<file path="src/sv/lgrs_pkg.sv">
// Shared types, constants and helpers for the Life row generator.
// No dependencies; used by every module of the block.
package lgrs_pkg;

  localparam int unsigned ROW_W     = 64;
  localparam int unsigned LANE_COLS = 8;
  localparam int unsigned NUM_LANES = ROW_W / LANE_COLS;
  localparam int unsigned CNT_W     = 7;
  localparam int unsigned CNT_MAX   = 4;  // neighbour count width is 4 bits

  // Configuration register map, indexed by paddr[2].
  localparam logic REG_COLS_IN_USE = 1'b0;
  localparam logic [CNT_W-1:0] COLS_RESET = CNT_W'(ROW_W);

  typedef struct packed {
    logic             frame_done;
    logic [ROW_W-1:0] next_cells;
  } lgrs_result_t;

  // Columns at or above the width in use are dead.
  function automatic logic [ROW_W-1:0] col_mask(input logic [CNT_W-1:0] cols);
    logic [ROW_W-1:0] m;
    for (int k = 0; k < ROW_W; k++) begin
      m[k] = (CNT_W'(k) < cols);
    end
    return m;
  endfunction

endpackage

</file>
<file path="src/sv/life_generation_row_step.sv">
// Top level of the streaming Life (B3/S23) row generator.
// Depends on lgrs_pkg, lgrs_lane and lgrs_outq.
//
// Usage: rows of one generation enter on the s_axis channel, one row per
// item, column k in bit k, with tlast on the frame's final row. Each row
// that follows a held row releases the next generation of the held row on
// m_axis. The final row releases one more item, marked with tlast, for
// itself with a dead row below. The first row of a frame gives no item
// unless it is also the last. The APB register cols_in_use (address 0,
// reset 64) masks columns at or above it as dead.
// Each result is registered in the result queue before it is offered on
// m_axis; the extra item for the final row comes from the flush pass.
// Throughput: one row per cycle while the result queue has space; after
// the final row of a frame with more than one row, s_axis_tready stays low
// for the flush pass, as the eight column lanes compute one result per cycle.
// Reset clears the held rows, so a new frame may start at once. When the
// receiver stalls, a two-entry result queue absorbs up to two items, after
// which s_axis_tready drops until an item is taken.
module life_generation_row_step (
  input  logic        clk_i,
  input  logic        rst_ni,
  input  logic        s_axis_tvalid,
  output logic        s_axis_tready,
  input  logic [63:0] s_axis_tdata,   // [63:0] row_cells
  input  logic        s_axis_tlast,   // last_row
  output logic        m_axis_tvalid,
  input  logic        m_axis_tready,
  output logic [63:0] m_axis_tdata,   // [63:0] next_cells
  output logic        m_axis_tlast,   // frame_done
  input  logic        psel,
  input  logic        penable,
  input  logic        pwrite,
  input  logic [2:0]  paddr,
  input  logic [31:0] pwdata,
  output logic [31:0] prdata,
  output logic        pready
);

  localparam int unsigned RW = lgrs_pkg::ROW_W;
  localparam int unsigned LC = lgrs_pkg::LANE_COLS;

  logic [lgrs_pkg::CNT_W-1:0] cols_q;
  logic [RW-1:0] above_q, above_d;
  logic [RW-1:0] middle_q, middle_d;
  logic          mvalid_q, mvalid_d;
  logic          flush_q, flush_d;

  logic          space, accept, flush_fire, push;
  logic [RW-1:0] mask, up, mid, down, lanes_out;
  logic [RW+1:0] up_ext, mid_ext, down_ext;
  lgrs_pkg::lgrs_result_t res, q_out;

  // Configuration port
  assign pready = 1'b1;
  assign prdata = (paddr[2] == lgrs_pkg::REG_COLS_IN_USE)
                ? {{(32 - lgrs_pkg::CNT_W){1'b0}}, cols_q} : 32'd0;

  always_ff @(posedge clk_i or negedge rst_ni) begin
    if (!rst_ni) begin
      cols_q <= lgrs_pkg::COLS_RESET;
    end else if (psel && penable && pwrite && pready
                 && (paddr[2] == lgrs_pkg::REG_COLS_IN_USE)) begin
      cols_q <= pwdata[lgrs_pkg::CNT_W-1:0];
    end
  end

  // Row window control
  assign s_axis_tready = !flush_q && space;
  assign accept        = s_axis_tvalid && s_axis_tready;
  assign flush_fire    = flush_q && space;
  assign push          = flush_fire || (accept && (mvalid_q || s_axis_tlast));

  always_comb begin
    above_d  = above_q;
    middle_d = middle_q;
    mvalid_d = mvalid_q;
    flush_d  = flush_q;
    if (flush_fire) begin
      above_d  = '0;
      middle_d = '0;
      mvalid_d = 1'b0;
      flush_d  = 1'b0;
    end else if (accept) begin
      // A single-row frame is finished in one pass and leaves the window empty.
      if (!(s_axis_tlast && !mvalid_q)) begin
        above_d  = mvalid_q ? middle_q : '0;
        middle_d = s_axis_tdata;
        mvalid_d = 1'b1;
        flush_d  = s_axis_tlast;
      end
    end
  end

  always_ff @(posedge clk_i or negedge rst_ni) begin
    if (!rst_ni) begin
      above_q  <= '0;
      middle_q <= '0;
      mvalid_q <= 1'b0;
      flush_q  <= 1'b0;
    end else begin
      above_q  <= above_d;
      middle_q <= middle_d;
      mvalid_q <= mvalid_d;
      flush_q  <= flush_d;
    end
  end

  // Operand selection: the flush pass uses a dead row below the last row.
  assign mask = lgrs_pkg::col_mask(cols_q);
  assign up   = above_q & mask;
  assign mid  = (flush_q || mvalid_q) ? (middle_q & mask) : (s_axis_tdata & mask);
  assign down = (!flush_q && mvalid_q) ? (s_axis_tdata & mask) : '0;

  assign up_ext   = {1'b0, up, 1'b0};
  assign mid_ext  = {1'b0, mid, 1'b0};
  assign down_ext = {1'b0, down, 1'b0};

  for (genvar l = 0; l < lgrs_pkg::NUM_LANES; l++) begin : g_lane
    lgrs_lane u_lane (
      .up_i   (up_ext[l*LC +: LC+2]),
      .mid_i  (mid_ext[l*LC +: LC+2]),
      .down_i (down_ext[l*LC +: LC+2]),
      .next_o (lanes_out[l*LC +: LC])
    );
  end

  // Merge the lanes and apply the column mask once more.
  assign res.next_cells = lanes_out & mask;
  assign res.frame_done = flush_q || (s_axis_tlast && !mvalid_q);

  lgrs_outq u_outq (
    .clk_i       (clk_i),
    .rst_ni      (rst_ni),
    .push_i      (push),
    .push_data_i (res),
    .space_o     (space),
    .valid_o     (m_axis_tvalid),
    .ready_i     (m_axis_tready),
    .data_o      (q_out)
  );

  assign m_axis_tdata = q_out.next_cells;
  assign m_axis_tlast = q_out.frame_done;

endmodule

</file>
<file path="src/sv/lgrs_lane.sv">
// One lane of the Life row generator: next state of LANE_COLS columns.
// Depends on lgrs_pkg. Each window carries one extra column on either side.
module lgrs_lane (
  input  logic [lgrs_pkg::LANE_COLS+1:0] up_i,
  input  logic [lgrs_pkg::LANE_COLS+1:0] mid_i,
  input  logic [lgrs_pkg::LANE_COLS+1:0] down_i,
  output logic [lgrs_pkg::LANE_COLS-1:0] next_o
);

  always_comb begin
    logic [lgrs_pkg::CNT_MAX-1:0] n;
    for (int c = 0; c < lgrs_pkg::LANE_COLS; c++) begin
      n = lgrs_pkg::CNT_MAX'(up_i[c]) + lgrs_pkg::CNT_MAX'(up_i[c+1])
        + lgrs_pkg::CNT_MAX'(up_i[c+2]) + lgrs_pkg::CNT_MAX'(mid_i[c])
        + lgrs_pkg::CNT_MAX'(mid_i[c+2]) + lgrs_pkg::CNT_MAX'(down_i[c])
        + lgrs_pkg::CNT_MAX'(down_i[c+1]) + lgrs_pkg::CNT_MAX'(down_i[c+2]);
      // Three neighbours give birth or survival; two keep the present state.
      next_o[c] = (n == lgrs_pkg::CNT_MAX'(3))
               || ((n == lgrs_pkg::CNT_MAX'(2)) && mid_i[c+1]);
    end
  end

endmodule

</file>
<file path="src/sv/lgrs_outq.sv">
// Two-entry result queue that separates the generator from the output stream.
// Depends on lgrs_pkg for the result type.
module lgrs_outq (
  input  logic                   clk_i,
  input  logic                   rst_ni,
  input  logic                   push_i,
  input  lgrs_pkg::lgrs_result_t push_data_i,
  output logic                   space_o,
  output logic                   valid_o,
  input  logic                   ready_i,
  output lgrs_pkg::lgrs_result_t data_o
);

  lgrs_pkg::lgrs_result_t mem_q [2];
  logic       wr_ptr_q, wr_ptr_d;
  logic       rd_ptr_q, rd_ptr_d;
  logic [1:0] count_q, count_d;
  logic       pop;

  assign pop     = valid_o && ready_i;
  assign valid_o = (count_q != 2'd0);
  assign space_o = (count_q != 2'd2);
  assign data_o  = mem_q[rd_ptr_q];

  always_comb begin
    wr_ptr_d = push_i ? ~wr_ptr_q : wr_ptr_q;
    rd_ptr_d = pop ? ~rd_ptr_q : rd_ptr_q;
    count_d  = count_q + 2'(push_i) - 2'(pop);
  end

  always_ff @(posedge clk_i or negedge rst_ni) begin
    if (!rst_ni) begin
      wr_ptr_q <= 1'b0;
      rd_ptr_q <= 1'b0;
      count_q  <= 2'd0;
    end else begin
      wr_ptr_q <= wr_ptr_d;
      rd_ptr_q <= rd_ptr_d;
      count_q  <= count_d;
    end
  end

  always_ff @(posedge clk_i) begin
    if (push_i) begin
      mem_q[wr_ptr_q] <= push_data_i;
    end
  end

endmodule

</file>
<file path="config.mk">
export PLATFORM = sky130hd
export DESIGN_NAME = life_generation_row_step
export DESIGN_NICKNAME = d
export VERILOG_FILES = /design/src/sv/lgrs_pkg.sv /design/src/sv/life_generation_row_step.sv /design/src/sv/lgrs_lane.sv /design/src/sv/lgrs_outq.sv
export SDC_FILE = /design/constraint.sdc
export NUM_CORES = 1
export LEC_CHECK = 0
export ABC_CLOCK_PERIOD_IN_PS = 12700
export BUFFER_PORTS_ARGS = -buffer_cell sky130_fd_sc_hd__buf_4
export CAP_MARGIN = 20
export CORE_MARGIN = 2
export CORE_UTILIZATION = 50
export DETAILED_ROUTE_END_ITERATION = 12
export GPL_TIMING_DRIVEN = 0
export PLACE_DENSITY = 0.76
export SETUP_SLACK_MARGIN = 0.5
export SLEW_MARGIN = 20
export SYNTH_ARGS = -nofsm -noshare
export SYNTH_HDL_FRONTEND = slang
export SYNTH_SLANG_ARGS = --single-unit
</file>
<file path="constraint.sdc">
create_clock -name clk_i -period 12.7 [get_ports clk_i]
set_clock_uncertainty 0.15 [all_clocks]
set_input_delay 3.81 -clock clk_i [delete_from_list [all_inputs] [get_ports clk_i]]
set_output_delay 3.81 -clock clk_i [all_outputs]
set_load 0.01 [all_outputs]
</file>
---- Word level (Yosys, flattened, before mapping) ----
Memory sizes are Yosys's and may differ from the RTL's.
Cells that the tools add are included.
operators by class
  add/subtract/negate cells ............... 443
  order comparisons ....................... 64
  eq/ne operators ......................... 130
  muxes and demuxes ....................... 18
  bitwise gates (word level) .............. 7
  reductions and logical operators ........ 147
operators by type and width
  cell                                                                  count
  4-bit by 1-bit adder with 4-bit output                                378
  64-bit two-way mux                                                    9
  4-bit by 2-bit == test with 1-bit output (second input constant)      128
  64-bit bitwise AND                                                    4
  6-bit by 7-bit < comparator with 1-bit output (first input constant)  32
  1-bit by 1-bit adder with 2-bit output                                63
  5-bit by 7-bit < comparator with 1-bit output (first input constant)  16
  1-bit logical AND                                                     74
  1-bit logical OR                                                      68
  4-bit by 7-bit < comparator with 1-bit output (first input constant)  8
  3-bit by 7-bit < comparator with 1-bit output (first input constant)  4
  1-bit by 7-bit < comparator with 1-bit output (first input constant)  2
  2-bit by 7-bit < comparator with 1-bit output (first input constant)  2
  1-bit two-way mux                                                     8
  7-bit two-way mux                                                     1
  2-bit != test (second input constant)                                 2
  2-bit nonzero test                                                    2
  1-bit inverter                                                        3
  2-bit by 1-bit adder with 2-bit output                                1
  1-bit zero test                                                       2
  2-bit AND reduction                                                   1
  2-bit by 1-bit subtractor with 2-bit output                           1
storage, ports and cells
  register bits after elaboration ......... 141
  bits in writable memories ............... 130
  output and inout port bits .............. 100
  word-level logic and storage cells ...... 818
  memories ................................ 1
memory list
  name          words  bits a word  rd ports  clocked after memory_dff  write ports  RTL line         text
  u_outq.mem_q  2      65           1         0                         1            lgrs_outq.sv:14  lgrs_pkg::lgrs_result_t mem_q [2];

---- Logic depth before layout (Yosys ltp) ----
Gate-level depths: netlist of the first run.
  word-level depth ........................ 13
  depth in mapped cells ................... 17
  depth with buffers taken out ............ 14

---- Cells and area by module ----
A second synthesis of the first run with hierarchy kept.
unflattened totals
  cells, all modules ...................... 2382
  area, all modules ....................... 24378.4 µm²
by module, submodules not included
  module                    instances  cells an instance  area an instance (µm²)
  lgrs_lane                 8          157                1380.1
  life_generation_row_step  1          907                8287.9
  lgrs_outq                 1          219                5049.8

---- Least setup slack after synthesis of the first run ----
No wires, ideal clock.
  path kind ............................... input-to-output
  from .................................... input port paddr[2]
  to ...................................... output port prdata[0]
  arrival time ............................ 3.988 ns
  data required time ...................... 8.740 ns
  slack ................................... 4.752 ns
  cell stages on the path ................. 1
  path buffers ............................ 0
  cells stage by stage .................... nor2b_1
between the ends
  word-level cells in the longest chain between the ends .. 1
RTL lines
  item               RTL line                        text
  start, declared    life_generation_row_step.sv:33  input logic [2:0] paddr,
  7-bit two-way mux  life_generation_row_step.sv:56  ? {{(32 - lgrs_pkg::CNT_W){1'b0}}, cols_q} : 32'd0;
  end, declared      life_generation_row_step.sv:35  output logic [31:0] prdata,
Every way passes these cells.

---- Worst setup path in the final report of the first run ----
  from .................................... input port paddr[2]
  to ...................................... output port prdata[1]
Same word-level chain as after synthesis.

==> results of run 1 <==
logic make-up (layout without fill, tap and decap cells):
family                     after synthesis  count (layout)
DFF                                    271             271
xor gates and xnor gates               101             101
and+or+nand+nor                        654             654
buffers and inverters                  474             694
other                                    2              26
muxes                                  162             162
adders and majority gates              383             383
AOI/OAI and AO/OA                      409             409
synthesized netlist by cell type (all sizes together) (3+ instances only):
| cell | count | area (um^2) |
|---|---|---|
| o211ai | 6 | 82.6 |
| a31oi | 40 | 256 |
| or3 | 5 | 36.3 |
| a21oi | 42 | 255 |
| o21ai | 106 | 579 |
| ha | 181 | 2260 |
| a41o | 3 | 30.0 |
| xor2 | 45 | 420 |
| dfrtp | 140 | 3500 |
| a22o | 64 | 561 |
| and3 | 28 | 175 |
| buf | 93 | 656 |
| or2 | 55 | 344 |
| nor3 | 31 | 171 |
| mux2i | 88 | 881 |
| fa | 202 | 4040 |
| mux2 | 74 | 833 |
| edfxtp | 130 | 3900 |
| a2111oi | 69 | 607 |
| nor2 | 127 | 503 |
| xnor2 | 56 | 517 |
| inv | 347 | 1300 |
| clkbuf | 34 | 128 |
| nand3 | 46 | 235 |
| a31o | 14 | 123 |
| nor2b | 67 | 427 |
| a21o | 17 | 128 |
| nand2 | 239 | 941 |
| o21bai | 30 | 225 |
| o21a | 4 | 30.0 |
| nand2b | 33 | 206 |
| and2 | 12 | 77.6 |
final timing paths:
path / to / cells after the start
max: prdata[1] / 3
min: above_q[41]$_DFFE_PN0P_ / 1
max reg2reg: u_outq.mem_q[1][54]$_DFFE_PP_ / 15
min reg2reg: above_q[41]$_DFFE_PN0P_ / 1
max in group asynchronous: above_q[9]$_DFFE_PN0P_ / 2
min in group asynchronous: above_q[37]$_DFFE_PN0P_ / 1
flip-flops by register name, summed over array words and instances (netlist names):
signal           count
u_outq.wr_ptr_q      1
above_q             64
u_outq.count_q       2
u_outq.rd_ptr_q      1
cols_q               7
mvalid_q             1
u_outq.mem_q       130
flush_q              1
middle_q            64
report_power, final:
group	internal, mW	leakage (nW)	switching (mW)
Combinational	2.18	9.31	3.16
Sequential	1.52	3.05	0.199
Clock	0.605	0.573	0.422
Total	4.30	12.9	3.78
routing by layer:
layer / vias to the layer above / part of all wire (%)
met4: 0 / 5.2
met5: - / 0
met3: 205 / 8.0
met1: 9591 / 39
li1: 8711 / -
met2: 879 / 48
stage by stage:
step           cell area [um^2]  hold WS (ns)  std cells  setup slack, ns
6_report                  28100         0.360       3364             4.54
5_1_grt                   28100         0.367       3364             4.51
4_1_cts                   28100         0.362       3364             4.54
3_5_place_dp              27000         0.336       3302             4.55
3_3_place_gp              26800         0.326       3297             2.94
2_1_floorplan             24900         0.310       2480             4.75
critical path, stage by stage:
cell	delay (ns)
buf_4	0.14
nor2b_1	0.12
buf_4	0.13
layout make-up:
type                            instances  share of cell area (%)
Inverter                              347                    4.63
Multi-Input combinational cell       1735                    54.5
Tap cell                              664                    2.95
Clock buffer                           46                    3.59
Timing Repair Buffer                  158                    4.52
Clock inverter                         16                   0.582
Sequential cell                       271                    26.4
Buffer                                127                    2.78
==> key figures, run 1 <==
Synth
  • Ys Warns: 0
  • Yosys reg bits: ~270
  • Sequential area share after synthesis: a little under a third
  • Mapped Cells: roughly 2.5k
  • EDFF count, synth: 130
  • Synth Area in Simple Gates: between 10% and 20%
  • Largest family of logic cells by synthesized area: adder cells
  • Syn avg cell area: 10.1 um^2
  • Synth Area in Adders: 25.5%
  • Ys flop type: dfrtp_1
  • Post-synthesis mux area share: 6.92%
  • Ys async rst share: a little over half
  • Post-synth cell types: 85
  • Post-synthesis compound-gate area fraction: between 10% and 20%
  • Post-Syn Area: roughly 0.025 mm^2
  • Xor/xnor share of the synthesized area: under 10%

Clocking
  • Num CTS Buffers: 34
  • Clk slew on worst S/H paths: roughly 0.060 ns
  • CTS tree: yes
  • PostCTS Resize Cnt: 0
  • Root Buffer Master: clkbuf_16
  • H-tree depth: 2
  • Longest Clk Path Bufs: 3
  • Setup bufs post-CTS: 0
  • CTS Hold Buffers Added: 0
  • Clk sinks: roughly 270
  • Clock latency on the worst-skew pair: about 0.57 ns

GRT
  • Wire length of the first global-routing pass: between 100000 and 150000 um
  • M1 GR Usage: about a third
  • Met3 Use GR: around 4.9%
  • Total Routing Usage GR: between 20% and 30%
  • Met2 GRT Util: 46.8%
  • Gr busiest metal: met2
  • Vias in the first global route: ~20k
  • Initial antenna violation count: 0
  • Largest net degree at the start of global routing: ~90
  • GRT overflow: 0

Critical path
  • Worst Path Required: 8.74 ns
  • Crit Path Class: primary input to output port
  • Crit path capture type: output port
  • Crit start category: primary input
  • R2R Setup Slk: between 6 and 7 ns
  • Critical Path AT: approximately 4.2 ns
  • Reg2reg start: cols_q[1]$_DFFE_PN0P_
  • Setup crit start: paddr[2]
  • CP max FO: 8

Cells and area
  • Commonest non-fill, non-tap cell in the layout: inv_1
  • Area delta synth->final: 13.7%
  • Final Util: a little under three fifths
  • Area of the multi-input gates: around 0.015 mm^2
  • Fraction of layout cells with a size suffix above 1: between 10% and 20%
  • Fin nets: about 3.2k
  • Filler cells: between 4k and 5k
  • Seq. cell area: ~0.0074 mm^2
  • Most frequent cells in the layout: inv_1 (347), nand2_1 (231), fa_1 (202), buf_4 (195), ha_1 (181)
  • # diodes: 0

Floorplanning
  • Initial Util: between 50% and 60%
  • DIE AREA: around 0.05 mm^2
  • Die Width: 227 um
  • Row count: 81
  • Core area: around 0.05 mm^2
  • I/O Pins: between 200 and 250
  • Die Height: 227 um

Detailed routing
  • Drt first pass iters: 5
  • Post-DRT Antenna Nets: 0
  • Wire per inst: 20.8 um
  • Initial DRC Count: around 1.6k
  • Post-Route WL: approximately 70000 um
  • Via count: 19.4k
  • DR vias/cell: approximately 5.8
  • Residual DRC count: 0

Pwr
  • Final Power: 8.09 mW
  • Peak VDD IR: 0.000118 V
  • Leakage: 12.9 nW
  • Power per Cell Area: between 200 and 300 mW/mm^2

Placed design
  • RePlAce Congestion: slightly above 0.9
  • Number of buffers inserted by port buffering: about 150
  • DP Wirelength: about 55000 um

Timing
  • Final setup vio count: 0
  • Unrepaired setup endpoints after global routing: no
  • Post-route minimum period: ~8.2 ns
  • Hold Fails Final Rpt: 0
  • Max Slew Vio Count: 0
  • Slew @ Worst Pin: around 1.2 ns
  • Fin Setup TNS: 0 ns
  • Relative slew margins: approximately a fifth
  • Final period utilization: between 60% and 70%
  • Max Clock Freq: about 0.12 GHz

Job
  • MaxCap Viol Count: 0

Outcome
  • Status: complete, no violations

Hold path
  • Critical hold path startpoint: middle_q[41]$_DFFE_PN0P_
  • Worst min-delay path class: flop to flop
(Power assumes the default switching activity.)
==> run 2, diff against run 1 <==
ABC_AREA = 1   (was default)
ABC_CLOCK_PERIOD_IN_PS = 8200   (was 12700)
clock period = 8.2 ns   (was 12.7 ns; I/O delays follow)
==> run 2 against run 1 <==
Design area grew 0.24%; combinational power grew 75%; synthesized cell count grew 29%.
==> key figures, run 2 <==
Detailed routing
  • Initial DRC Count: ~1.7k
  • Post-DRT Antenna Nets: 0
  • Residual DRC count: 0
  • Wire per inst: 16.8 um
  • Post-Route WL: 68400 um
  • Drt first pass iters: 5
  • Via count: roughly 21k
  • DR vias/cell: between 5 and 6

Clocking
  • PostCTS Resize Cnt: 0
  • CTS Hold Buffers Added: 0
  • Clk slew on worst S/H paths: approximately 0.06 ns
  • Setup bufs post-CTS: 0
  • H-tree depth: 2
  • Root Buffer Master: clkbuf_16
  • Clock latency on the worst-skew pair: around 0.57 ns
  • CTS tree: yes
  • Longest Clk Path Bufs: 3
  • Num CTS Buffers: 34
  • Clk sinks: 271

Cells and area
  • Design Area, Final: approximately 0.028 mm^2
  • Fraction of layout cells with a size suffix above 1: 9.81%
  • Max reg flops: 130
  • Filler cells: ~4.4k
  • Fin nets: between 3k and 4k
  • Largest registers: u_outq.mem_q (130), above_q (64), middle_q (64)
  • Area delta synth->final: 13.7%
  • Commonest non-fill, non-tap cell in the layout: inv_1
  • Most frequent cells in the layout: inv_1 (792), nand2_1 (709), fa_1 (202), buf_4 (182), ha_1 (181)
  • Top reg by flops: u_outq.mem_q

Floorplanning
  • Die Height: approximately 230 um
  • I/O Pins: 207
  • Row count: just over 80
  • Core area: about 0.05 mm^2
  • DIE AREA: 0.0514 mm^2
  • Die Width: roughly 230 um
  • Initial Util: about half

Hold path
  • Critical hold path startpoint: above_q[57]$_DFFE_PN0P_
  • Hold path depth: 2
  • Worst min-delay path class: flop to flop
  • Worst Hold Path EP: above_q[57]$_DFFE_PN0P_

Synth
  • Ys async rst share: a little over half
  • Yosys top cell by area: fa_1
  • Syn avg cell area: about 8 um^2
  • EDFF count, synth: 130
  • Post-Syn Area: approximately 0.025 mm^2
  • Yosys reg bits: between 200 and 300
  • Dominant cells by area after synthesis: fa_1 (16%), edfxtp_1 (16%), dfrtp_1 (14%)
  • Post-synth cell types: 52
  • Most common cell in the netlist: inv_1
  • Sequential area share after synthesis: between 20 and 30%
  • Ys flop type: dfrtp_1
  • Top cell type's share of synthesized area: roughly 16%
  • Mapped Cells: between 3k and 4k
  • Top cells by count, synth: inv_1 (792), nand2_1 (709), fa_1 (202)
  • Ys Warns: 0

Critical path
  • Reg2reg start: cols_q[2]$_DFFE_PN0P_
  • R2R Setup Slk: ~2.9 ns
  • Crit Path Class: primary input to output port
  • Worst Path Required: approximately 5.6 ns
  • Critical Path AT: approximately 3 ns
  • Setup crit start: paddr[2]
  • Worst r2r dst: u_outq.mem_q[0][62]$_DFFE_PP_
  • Worst reg2reg path depth: 13
  • Crit path capture type: output port
  • CP max FO: 8
  • Crit start category: primary input

GRT
  • Vias in the first global route: between 20k and 25k
  • GRT overflow: 0
  • Wire length of the first global-routing pass: ~110000 um
  • Initial antenna violation count: 0
  • Total Routing Usage GR: between 20% and 30%
  • Largest net degree at the start of global routing: 75

Timing
  • Unrepaired setup endpoints after global routing: no
  • Hold Fails Final Rpt: 0
  • Final setup vio count: 0
  • Max Clock Freq: 0.180 GHz
  • Setup ws final: 2.65 ns
  • Relative slew margins: approximately a third
  • Slew @ Worst Pin: 0.993 ns
  • Final period utilization: about two thirds
  • Max Slew Vio Count: 0
  • Post-route minimum period: 5.55 ns
  • Worst hold slack: about 0.36 ns

Pwr
  • Power per Cell Area: around 480 mW/mm^2
  • Leakage: roughly 15 nW
  • Peak VDD IR: ~0.00021 V

Job
  • MaxCap Viol Count: 0

Placed design
  • Number of buffers inserted by port buffering: roughly 150
  • Post-place instance area: between 0.02 and 0.03 mm^2
  • Place WS: approximately 2.2 ns
  • RePlAce Congestion: 0.977
  • DP Wirelength: between 50000 and 60000 um

Outcome
  • Status: complete, no violations
-- run 2: worst max-delay path: stages --
cell and delay (ns):
clkbuf_1 0.24, nor2_1 0.09, buf_4 0.15
-- run 2: kinds of logic after synthesis --
group / count (synthesis) / synth area share, %
fa+ha+maj: 383 / 25.4
xor+xnor: 23 / 0.812
simple gates: 1174 / 19.9
buf+inv: 916 / 14.5
compound gates: 392 / 9.33
other cells: 2 / 0.0303
flops: 271 / 30.0
-- run 2: area by class of cell --
cell class              count  area [um^2]  area share (%)
clock inverters            22          220           0.780
flip-flops and latches    271         7430            26.3
plain buffers             104          564            2.00
diodes                      1         2.50         0.00887
well taps                 664          831            2.94
inverters                 812         3050            10.8
repair buffers            159         1310            4.65
multi-input cells        1998        13900            49.2
clock buffers              40          925            3.28
-- run 2: through the flow --
step	power, mW	cells	util, %	TNS [ns]
4_1_cts	13.6	4070	57.6	0
3_3_place_gp	11.6	4001	54.9	-25.86
3_5_place_dp	12.0	4008	55.3	0
2_1_floorplan	9.27	3185	-	0
5_1_grt	15.1	4070	57.6	0
6_report	13.6	4071	57.6	0
-- run 2: how the worst max path moves through the flow --
stage,endpoint,slack (ns),depth (start not counted)
global route,prdata[5],2.57,3
detailed placement,u_outq.mem_q[0][22]$_DFFE_PP_,2.22,13
global placement,u_outq.mem_q[1][54]$_DFFE_PP_,-0.24,5
finish,prdata[0],2.65,3
CTS,prdata[0],2.65,3
floorplan,u_outq.mem_q[1][0]$_DFFE_PP_,2.09,4
-- run 2: report_power, final --
part	switching, mW	internal (mW)
Sequential	0.211	2.49
Clock	0.652	0.912
Combinational	5.85	3.51
Total	6.71	6.91
-- run 2: routing by layer --
layer | track usage, % | share of wire (%)
met1 | 36.3 | 41
met4 | 14.4 | 5.6
met5 | 0 | 0
met2 | 42.9 | 44
met3 | 4.79 | 8.5
